--- config.mk ---
export PLATFORM = sky130hd
export DESIGN_NAME = wses_ctrl
export DESIGN_NICKNAME = d
export VERILOG_FILES = /design/src/rtl/core/wses_pkg.sv /design/src/rtl/core/wses_ctrl.sv
export SDC_FILE = /design/constraint.sdc
export NUM_CORES = 1
export LEC_CHECK = 0
export ABC_AREA = 1
export BUFFER_PORTS_ARGS = -buffer_cell sky130_fd_sc_hd__clkbuf_2
export CAP_MARGIN = 20
export CORE_AREA = 5 5 42 44
export CTS_CLUSTER_SIZE = 16
export DETAILED_ROUTE_END_ITERATION = 6
export DIE_AREA = 0 0 47 49
export PLACE_DENSITY = 0.3
export SYNTH_ARGS = -nofsm -noshare
export SYNTH_HDL_FRONTEND = slang
export SYNTH_SLANG_ARGS = --single-unit
--- constraint.sdc ---
create_clock -name clk_i -period 2.6 [get_ports clk_i]
set_input_delay 0 -clock clk_i [delete_from_list [all_inputs] [get_ports clk_i]]
set_output_delay 0 -clock clk_i [all_outputs]
set_load 0.01 [all_outputs]
--- src/rtl/core/wses_pkg.sv ---
// Shared types and constants for the weekly schedule edge-event block.
// Used by wses_ctrl, wses_dp and weekly_schedule_edge_events; no dependencies.
package wses_pkg;

  localparam int SCHEDULES    = 8;
  localparam int SCHED_W      = 3;
  localparam int SLOT_W       = SCHED_W + 1;
  localparam int CNT_W        = 4;
  localparam int MINUTE_W     = 14;
  localparam int HOUR_MINUTES = 60;
  localparam int DAY_MINUTES  = 24 * 60;
  localparam int WEEK_MINUTES = 7 * DAY_MINUTES;
  localparam int VAR_W        = 16;
  localparam int TYPE_W       = 6;
  localparam int VALUE_W      = 64;
  localparam int FUNC_W       = 3;
  localparam int CFG_IDX_W    = 2;
  localparam int CFG_DATA_W   = 8;

  typedef enum logic [FUNC_W-1:0] {
    FN_TICK     = 3'd0,
    FN_WR_BIT   = 3'd1,
    FN_WR_VAR   = 3'd2,
    FN_WR_TYPE  = 3'd3,
    FN_WR_VALUE = 3'd4,
    FN_RESTART  = 3'd5
  } func_e;

  typedef enum logic [CFG_IDX_W-1:0] {
    CFG_COUNT   = 2'd0,
    CFG_ENABLE  = 2'd1,
    CFG_RUNNING = 2'd2
  } cfg_idx_e;

  typedef enum logic [1:0] {
    ST_NONE = 2'd0,
    ST_OFF  = 2'd1,
    ST_ON   = 2'd2
  } sched_st_e;

  typedef enum logic [2:0] {
    S_IDLE = 3'b001,
    S_EVAL = 3'b010,
    S_EMIT = 3'b100
  } ctrl_st_e;

  // controller -> datapath
  typedef struct packed {
    logic accept;  // input request taken this cycle
    logic eval;    // bitmap word is ready, compare against tracked states
    logic pop;     // current event taken by the consumer
  } cmd_t;

  // datapath -> controller
  typedef struct packed {
    logic tick_go;   // request at the input is a tick that must be worked
    logic emit_any;  // evaluation produced at least one event
    logic last;      // one pending event left
  } sts_t;

endpackage

--- src/rtl/core/wses_ctrl.sv ---
// Sequencer for the weekly schedule block: idle, evaluate, emit.
// Depends on wses_pkg; drives the command struct into wses_dp.
module wses_ctrl (
  input  logic           clk_i,
  input  logic           rst_ni,
  input  logic           in_valid_i,
  output logic           in_ready_o,
  output logic           out_valid_o,
  input  logic           out_ready_i,
  input  wses_pkg::sts_t sts_i,
  output wses_pkg::cmd_t cmd_o
);

  wses_pkg::ctrl_st_e state_q, state_d;

  assign in_ready_o  = (state_q == wses_pkg::S_IDLE);
  assign out_valid_o = (state_q == wses_pkg::S_EMIT);

  assign cmd_o.accept = in_valid_i && in_ready_o;
  assign cmd_o.eval   = (state_q == wses_pkg::S_EVAL);
  assign cmd_o.pop    = out_valid_o && out_ready_i;

  always_comb begin
    state_d = state_q;
    unique case (state_q)
      wses_pkg::S_IDLE: begin
        if (cmd_o.accept && sts_i.tick_go) state_d = wses_pkg::S_EVAL;
      end
      wses_pkg::S_EVAL: begin
        state_d = sts_i.emit_any ? wses_pkg::S_EMIT : wses_pkg::S_IDLE;
      end
      wses_pkg::S_EMIT: begin
        if (cmd_o.pop && sts_i.last) state_d = wses_pkg::S_IDLE;
      end
      default: state_d = wses_pkg::S_IDLE;
    endcase
  end

  always_ff @(posedge clk_i or negedge rst_ni) begin
    if (!rst_ni) begin
      state_q <= wses_pkg::S_IDLE;
    end else begin
      state_q <= state_d;
    end
  end

  a_state_onehot: assert property (@(posedge clk_i) disable iff (!rst_ni)
    $onehot(state_q))
    else $error("controller state not one-hot");

  a_last_ends: assert property (@(posedge clk_i) disable iff (!rst_ni)
    (cmd_o.pop && sts_i.last) |=> (state_q == wses_pkg::S_IDLE))
    else $error("tick did not end after last event");

  a_plain_write: assert property (@(posedge clk_i) disable iff (!rst_ni)
    (cmd_o.accept && !sts_i.tick_go) |=> (state_q == wses_pkg::S_IDLE))
    else $error("non-tick request left idle");

  a_eval_once: assert property (@(posedge clk_i) disable iff (!rst_ni)
    (state_q == wses_pkg::S_EVAL) |=> (state_q != wses_pkg::S_EVAL))
    else $error("evaluation lasted more than one cycle");

endmodule

# --- Yosys cells after proc, flatten, opt, wreduce, memory -nomap -nowiden ---
# Cells that the tools add are included.
word_totals:
  register_bits: 3
  latchBits: 0
  ramBits: 0
  romBits: 0
  in_bits: 7
  output_inout_bits: 5
  word_cells: 15
  mem_count: 0
op_classes:
  add_sub_neg: 0
  n_mul: 0
  div: 0
  n_lt_le_gt_ge: 0
  n_eq_ne: 5
  n_shift: 0
  mux: 4
  bitwise_logic: 0
  reduce_logical: 5
ops:
  columns: ["op", "n"]
  rows:
  - ["2-to-1 mux 3 bit", 3]
  - ["one-hot mux 3 bit (3 select lines)", 1]
  - ["logical AND 1 bit", 4]
  - ["inequality test 2 x 1 -> 1 bit, second input constant", 2]
  - ["== test 3 x 1 -> 1 bit, second input constant", 1]
  - ["== test 3 x 2 -> 1 bit, second input constant", 1]
  - ["== test 3 bit, second input constant", 1]
  - ["AND reduction 2 bit", 1]

# --- Logic depth before layout (Yosys ltp) ---
# Gate-level depths: netlist of the first run.
logic_depth:
  ltp_word: 5
  depth_mapped: 5
  mapped_depth_nobuf: 5

# --- Worst setup path after synthesis of the first run ---
# Ideal clock, no wire load.
synth_timing:
  path_type: "register to register"
  from: "register state_q[0]"
  to: "register state_q[0]"
  setup_ns: 0.060
  arrival_time_ns: 0.830
  t_required_ns: 2.540
  slack_ns: 1.710
  path_stages_with_launch: 5
  path_buffers: 0
  period_less_slack_ns: 0.890
  path_cell_list: "dfstp_2 > nand3_2 > inv_2 > o21ai_2 > nand2_1"
synth_between:
  elab_chain_cells: 5
  word_cells_on_any_way: 11
  classes_between: "eq/ne (5); mux (1); reduce/logical (5)"
synth_rtl:
  columns: ["item", "line_no", "text"]
  rows:
  - ["start, declared", "wses_ctrl.sv:14", "wses_pkg::ctrl_st_e state_q, state_d;"]
  - ["start signal, assigned", "wses_ctrl.sv:41", "state_q <= wses_pkg::S_IDLE;"]
  - ["start signal, assigned", "wses_ctrl.sv:43", "state_q <= state_d;"]
  - ["== test 3 x 1 -> 1 bit *", "wses_ctrl.sv:16", "assign in_ready_o = (state_q == wses_pkg::S_IDLE);"]
  - ["via in_ready_o", "wses_ctrl.sv:7", "output logic in_ready_o,"]
  - ["logical AND 1 bit", "wses_ctrl.sv:19", "assign cmd_o.accept = in_valid_i && in_ready_o;"]
  - ["logical AND 1 bit", "wses_ctrl.sv:27", "if (cmd_o.accept && sts_i.tick_go) state_d = wses_pkg::S_EVAL;"]
  - ["inequality test 2 x 1 -> 1 bit (no line)", null, null]
  - ["AND reduction 2 bit (no line)", null, null]
# Mark *: on every way through the listed nets, which the timed path passes. The rest lies on a longest branch.
# A chain may end at the register's enable or synchronous reset.

==> flow_metrics.py, run 1 <==
metrics = {
    "run_status": {
        "result_of_the_run": "complete, no violations",
    },
    "clock_network": {
        "h_tree_lvl_count": 1,
        "cts.clk_slew.worst_paths_ns": 0.04,
        "cts_tree": "yes",
        "clkLatencyLatePin_ns": 0.23,
        "clock_tree.buffer_depth": 2,
        "clock_tree_root_buffer_cell": "clkbuf_4",
        "clock_sink_count": 3,
        "cts-buffers-inserted": 3,
        "count_of_buffers_added_by_post_cts_timing_repair_for_setup": 0,
        "cts_resized": 0,
    },
    "grt": {
        "globalRouteOverflowTotal": 0,
        "grt_first_pass_wirelength_um": 752,
        "via_count_of_the_first_global_routing_pass": 214,
        "global_route.usage.total": 0.0486,
        "grt_max_degree": 5,
        "antenna_found_initial": 0,
    },
    "critical_path": {
        "cp-start-kind": "flip-flop",
        "critPathCaptureType": "output pin",
        "timing.critical_path.required_ns": 2.60,
        "cp.arrival_ns": 1.13,
        "timing.critical_path.fanout_max": 4,
        "r2r_cells": 4,
        "critical_path_class": "reg -> out",
    },
    "synthesis": {
        "synth-main-ff-cell": "dfrtp_1",
        "netlist_top_cells_count": "inv_1, nand2_1, nor2_1",
        "synth_area_sq_um": 178,
        "synth.most_common_cell": "inv_1",
        "post-synth-top-area-fraction": 0.282,
        "synth.yosys.seq_area_share": 0.430,
        "edff_count_synth": 0,
        "synth_cell_types": 11,
        "number_of_register_bits_inferred_by_synthesis": 3,
        "synthesis.yosys.warnings": 0,
        "ys_top_cells_by_area": "dfrtp_1, dfstp_2, inv_1",
        "async_set_or_reset_register_ratio_after_synthesis": 1.00,
        "syn_nets": 32,
        "post_synthesis_average_cell_area_sq_um": 7.11,
        "synth_top_area_cell": "dfrtp_1",
        "syn_inst": 25,
    },
    "min_path": {
        "timing.hold.worst.class": "in -> reg",
        "worstHoldPathCells": 3,
    },
    "layout": {
        "final_net_count": 49,
        "registers.top_by_ff_count": "state_q",
        "layout.cells.non_filler": 57,
        "n_fill_cell": 170,
        "area_of_the_multi_input_gates_sq_um": 71.3,
        "biggest_regs": "state_q (3)",
        "largest_register_ff_count": 3,
        "drive_gt1_frac": 0.439,
        "layout-area-overhead-vs-synth_pct": 62.7,
        "num_antenna_cells": 0,
        "regArea_sq_um": 76.3,
    },
    "power_and_ir_drop": {
        "power_frac_clock": 0.335,
        "power_frac_comb": 0.354,
        "power_density_nw_per_um2": 826,
        "peakVddDrop_v": 0.000212,
        "share_seq_of_total_power": 0.311,
        "p_sw_uw": 82.4,
        "p_sw_frac": 0.345,
        "internal_power_uw": 156,
        "finalPower_uw": 239,
        "power.leakage_uw": 0.000179,
    },
    "die": {
        "ioPinCount": 12,
        "die-area_sq_um": 2300,
        "die_w_um": 47,
        "std_cell_rows": 14,
        "dieHeight_um": 49,
        "start_util": 0.127,
        "coreArea_sq_um": 1400,
    },
    "drt": {
        "wl_per_cell_um": 8.33,
        "postRouteWirelength_um": 475,
        "number_of_design_rule_violations_left_by_the_first_detailed_router_iteration": 1,
        "drc": 0,
        "first_pass_iters": 4,
        "via_count": 199,
        "number_of_vias_per_cell_after_detailed_routing": 3.49,
        "drtAntennaViolNets": 0,
    },
    "placement": {
        "placement.io_buffers": 11,
        "dp.final_hpwl_um": 427,
        "dpl_worst_slack_ns": 1.69,
        "placedCellCount": 52,
        "routabilityCongestion": 0.656,
    },
    "timing": {
        "finalHoldWorstSlack_ns": 0.0159,
        "drv_slew": 0,
        "tightestPinTransition_ns": 0.176,
        "share_of_the_clock_period_used_by_the_worst_path_after_layout": 0.435,
        "minimum_period_implied_by_the_final_worst_setup_slack_ns": 1.13,
        "relative_slew_slack": 0.882,
        "timing_hold_violations_final": 0,
        "post-route-worst-setup-slack_ns": 1.47,
        "sum_of_negative_setup_slack_ns": 0,
        "final-setup-viol-count": 0,
        "clock.fmax_ghz": 0.885,
        "clock-skew-final_ns": 0.00122,
        "rsz0062_at_grt": "no",
    },
    "flow_run": {
        "maxCapViolCount": 0,
    },
}
-- worst paths after layout --
path                                 start    endpoint  slack (ns)
worst max-delay path            state_q[0]    cmd_o[2]        1.47
worst min-delay path              sts_i[2]  state_q[1]        0.02
worst max register to register  state_q[0]  state_q[0]        1.70
worst min register to register  state_q[0]  state_q[1]        0.57
max in group asynchronous           rst_ni  state_q[0]        2.30
min in group asynchronous           rst_ni  state_q[2]        0.11
-- critical path, cell delays in order (launching register included) --
cell	delay (ns)
dfstp_2	0.55
nand3_2	0.12
nor2_1	0.10
clkbuf_2	0.14
-- final cells by class --
| type | instances | share of cell area |
|---|---|---|
| flip-flops and latches | 3 | 0.264 |
| repair buffers | 12 | 0.225 |
| inverters | 8 | 0.104 |
| clock buffers | 4 | 0.0909 |
| multi-input cells | 14 | 0.247 |
| well taps | 16 | 0.0693 |
-- metal layers --
| layer | up-vias | global-route usage | share of wire |
|---|---|---|---|
| li1 | 110 | - | - |
| met1 | 78 | 0.0463 | 0.38 |
| met2 | 11 | 0.0633 | 0.45 |
| met3 | 0 | 0.0406 | 0.17 |
| met4 | 0 | 0.0415 | 0 |
| met5 | - | 0 | 0 |
-- power groups by stage --
stage	clock network [uW]	registers, uW	logic, uW
floorplan	0	73.4	57.6
global placement	0	75.0	85.5
detailed placement	0	75.4	85.3
CTS	84.7	74.7	87.0
global route	89.8	77.0	98.0
finish	79.9	74.3	84.6
-- per-stage QoR --
| step | area, sq um | utilization |
|---|---|---|
| finish | 289 | 0.206 |
| global route | 289 | 0.206 |
| CTS | 289 | 0.206 |
| detailed placement | 253 | 0.180 |
| global placement | 253 | 0.180 |
| floorplan | 178 | - |
-- cells in the final DEF, fill, tap and decap left out --
cell and count:
inv_1 7, nand3_1 2, clkbuf_2 11, nor3_1 2
clkbuf_1 1, nand4_1 1, nand2_1 4, o21ai_2 1
nand3_2 1, dlygate4sd3_1 1, nor2_1 3, dfrtp_1 2
dfstp_2 1, inv_2 1, clkbuf_4 3
-- timing repair --
item	in CTS	in global routing
endpoints found under the setup margin	0	0
hold buffers	1	0
hold endpoints to repair	3	0
-- kinds of logic (layout without fill, tap and decap cells) --
kind of cell / Yosys count / count (layout) / synth area share
AO/OA/AOI/OAI: 1 / 1 / 0.0493
flip-flops: 3 / 3 / 0.430
AND/OR/NAND/NOR: 13 / 13 / 0.352
buffers and inverters: 8 / 24 / 0.169
No activity file was read; power rests on OpenSTA's default activity.
==> run 2: changes to the inputs <==
Settings changed: PLACE_DENSITY 0.3 to 0.32.
Clock period 2.6 ns to 1 ns, I/O delays scaled along.
==> flow_metrics.py, run 2 (synthesis gave the netlist of run 1 again) <==
metrics = {
    "clock_network": {
        "cts-buffers-inserted": 3,
        "clock_tree_root_buffer_cell": "clkbuf_4",
        "h_tree_lvl_count": 1,
        "clkLatencyLatePin_ns": 0.23,
        "cts.clk_slew.worst_paths_ns": 0.04,
        "clock_tree.buffer_depth": 2,
        "clock_sink_count": 3,
        "cts_tree": "yes",
    },
    "grt": {
        "grt_max_degree": 5,
        "antenna_found_initial": 0,
        "via_count_of_the_first_global_routing_pass": 190,
        "globalRouteOverflowTotal": 0,
        "grt_first_pass_wirelength_um": 765,
        "global_route.usage.total": 0.0500,
    },
    "drt": {
        "wl_met3_um": 67,
        "number_of_design_rule_violations_left_by_the_first_detailed_router_iteration": 2,
        "wirelength_met1_um": 215,
        "drc": 0,
        "met2_length_um": 182,
        "dr.max_layer_used": "met3",
        "via_count": 198,
        "drtAntennaViolNets": 0,
        "first_pass_iters": 3,
        "wl_per_cell_um": 7.86,
        "number_of_vias_per_cell_after_detailed_routing": 3.36,
        "postRouteWirelength_um": 464,
    },
    "timing": {
        "drv_slew": 0,
        "final-setup-viol-count": 5,
        "clock.fmax_ghz": 0.899,
        "share_of_the_clock_period_used_by_the_worst_path_after_layout": 1.11,
        "timing_hold_violations_final": 0,
        "tightestPinTransition_ns": 0.144,
        "sum_of_negative_setup_slack_ns": -0.349,
        "rsz0062_at_grt": "yes",
        "minimum_period_implied_by_the_final_worst_setup_slack_ns": 1.11,
        "clock-skew-final_ns": 0.00136,
        "post-route-worst-setup-slack_ns": -0.113,
        "relative_slew_slack": 0.903,
    },
    "run_status": {
        "result_of_the_run": "finished with violations",
        "violations": "setup timing",
    },
    "critical_path": {
        "worstPathBufferInverterCount": 1,
        "critPathCaptureType": "output pin",
        "timing.critical_path.required_ns": 1.00,
        "cpPeakStageDelay_ns": 0.57,
        "critical_path_class": "reg -> out",
        "crit_chain": "nand3_4 -> nor2_2 -> buf_2",
        "cpLargestDelayFamily": "flip-flops",
        "timing.critical_path.fanout_max": 4,
        "cp-start-kind": "flip-flop",
        "cp.arrival_ns": 1.11,
        "crit_slowest_cell": "dfstp_2",
    },
    "layout": {
        "final_cell_area_sq_um": 325,
        "drive_gt1_frac": 0.488,
        "biggest_regs": "state_q (3)",
        "finish.utilization": 0.232,
        "largest_register_ff_count": 3,
        "num_antenna_cells": 0,
        "final_net_count": 51,
        "layout-area-overhead-vs-synth_pct": 83.1,
        "mostFrequentLayoutCell": "clkbuf_2",
        "mostFrequentLayoutCells": "clkbuf_2, inv_1, nand2_1, clkbuf_4",
        "registers.top_by_ff_count": "state_q",
    },
    "die": {
        "std_cell_rows": 14,
        "die_w_um": 47,
        "die-area_sq_um": 2300,
        "ioPinCount": 12,
        "dieHeight_um": 49,
        "coreArea_sq_um": 1400,
        "start_util": 0.127,
    },
    "min_path": {
        "timing.hold.worst.class": "in -> reg",
    },
    "power_and_ir_drop": {
        "peakVddDrop_v": 0.000656,
        "power.leakage_uw": 0.000193,
        "finalPower_uw": 701,
        "power_density_nw_per_um2": 2150,
    },
    "placement": {
        "dp.final_hpwl_um": 360,
        "post_dp_cell_area_sq_um": 253,
        "placement.io_buffers": 11,
        "dpl_worst_slack_ns": 0.0908,
        "routabilityCongestion": 0.615,
    },
    "flow_run": {
        "maxCapViolCount": 0,
    },
}
-- run 2: cell types whose count changed in the layout (fill, tap and decap cells not counted) --
cell,before,now
dlygate4sd3_1,1,2
buf_4,0,1
nand3_4,0,1
nor2_2,0,2
nand3_2,1,0
buf_2,0,2
clkbuf_2,11,8
nor2_1,3,1
buf_6,0,1
-- run 2: routing by layer --
layer,up-vias,GRT usage
met5,-,0
met4,0,0.0276
met3,0,0.0480
met2,11,0.0611
met1,77,0.0551
li1,110,-
-- run 2: cell type report --
cell class                 count  area (sq um)
fill                         165          1080
timing repair buffer          14          88.8
multi-input combinational     14          83.8
sequential                     3          76.3
inverter                       8          30.0
clock buffer                   4          26.3
tap                           16          20.0
-- run 2: worst paths after layout --
check / from / end / slack [ns] / cells after the start
setup / recovery: state_q[0] / cmd_o[2] / -0.11 / 3
hold / removal: sts_i[1] / state_q[2] / 0.06 / 3
setup reg to reg: state_q[0] / state_q[0] / 0.07 / 4
hold reg to reg: state_q[0] / state_q[1] / 0.56 / 2
max in group asynchronous: rst_ni / state_q[0] / 0.71 / 2
min in group asynchronous: rst_ni / state_q[1] / 0.10 / 2
-- run 2: repair_timing --
item,CTS,global route
resized for setup,1,6
buffers inserted,0,1
pin swaps,0,1
endpoints found under the hold margin,4,0
setup endpoints to repair,5,5
hold buffers,2,0
-- run 2: power breakdown --
group	switching (uW)	internal (uW)	total [uW]
Sequential	39.6	166	206
Clock	61.4	149	211
Combinational	148	136	285
-- run 2: metrics by stage --
step           cells  hold slack, ns
3_3_place_gp      52          -0.199
2_1_floorplan     25          -0.296
4_1_cts           58          0.0257
3_5_place_dp      52          -0.200
5_1_grt           59          0.0537
6_report          59          0.0575
-- run 2: worst min-delay path, delay by kind of cell --
kind          cells  cell delay [ns]
buf+inv           1             0.08
simple gates      2             0.16
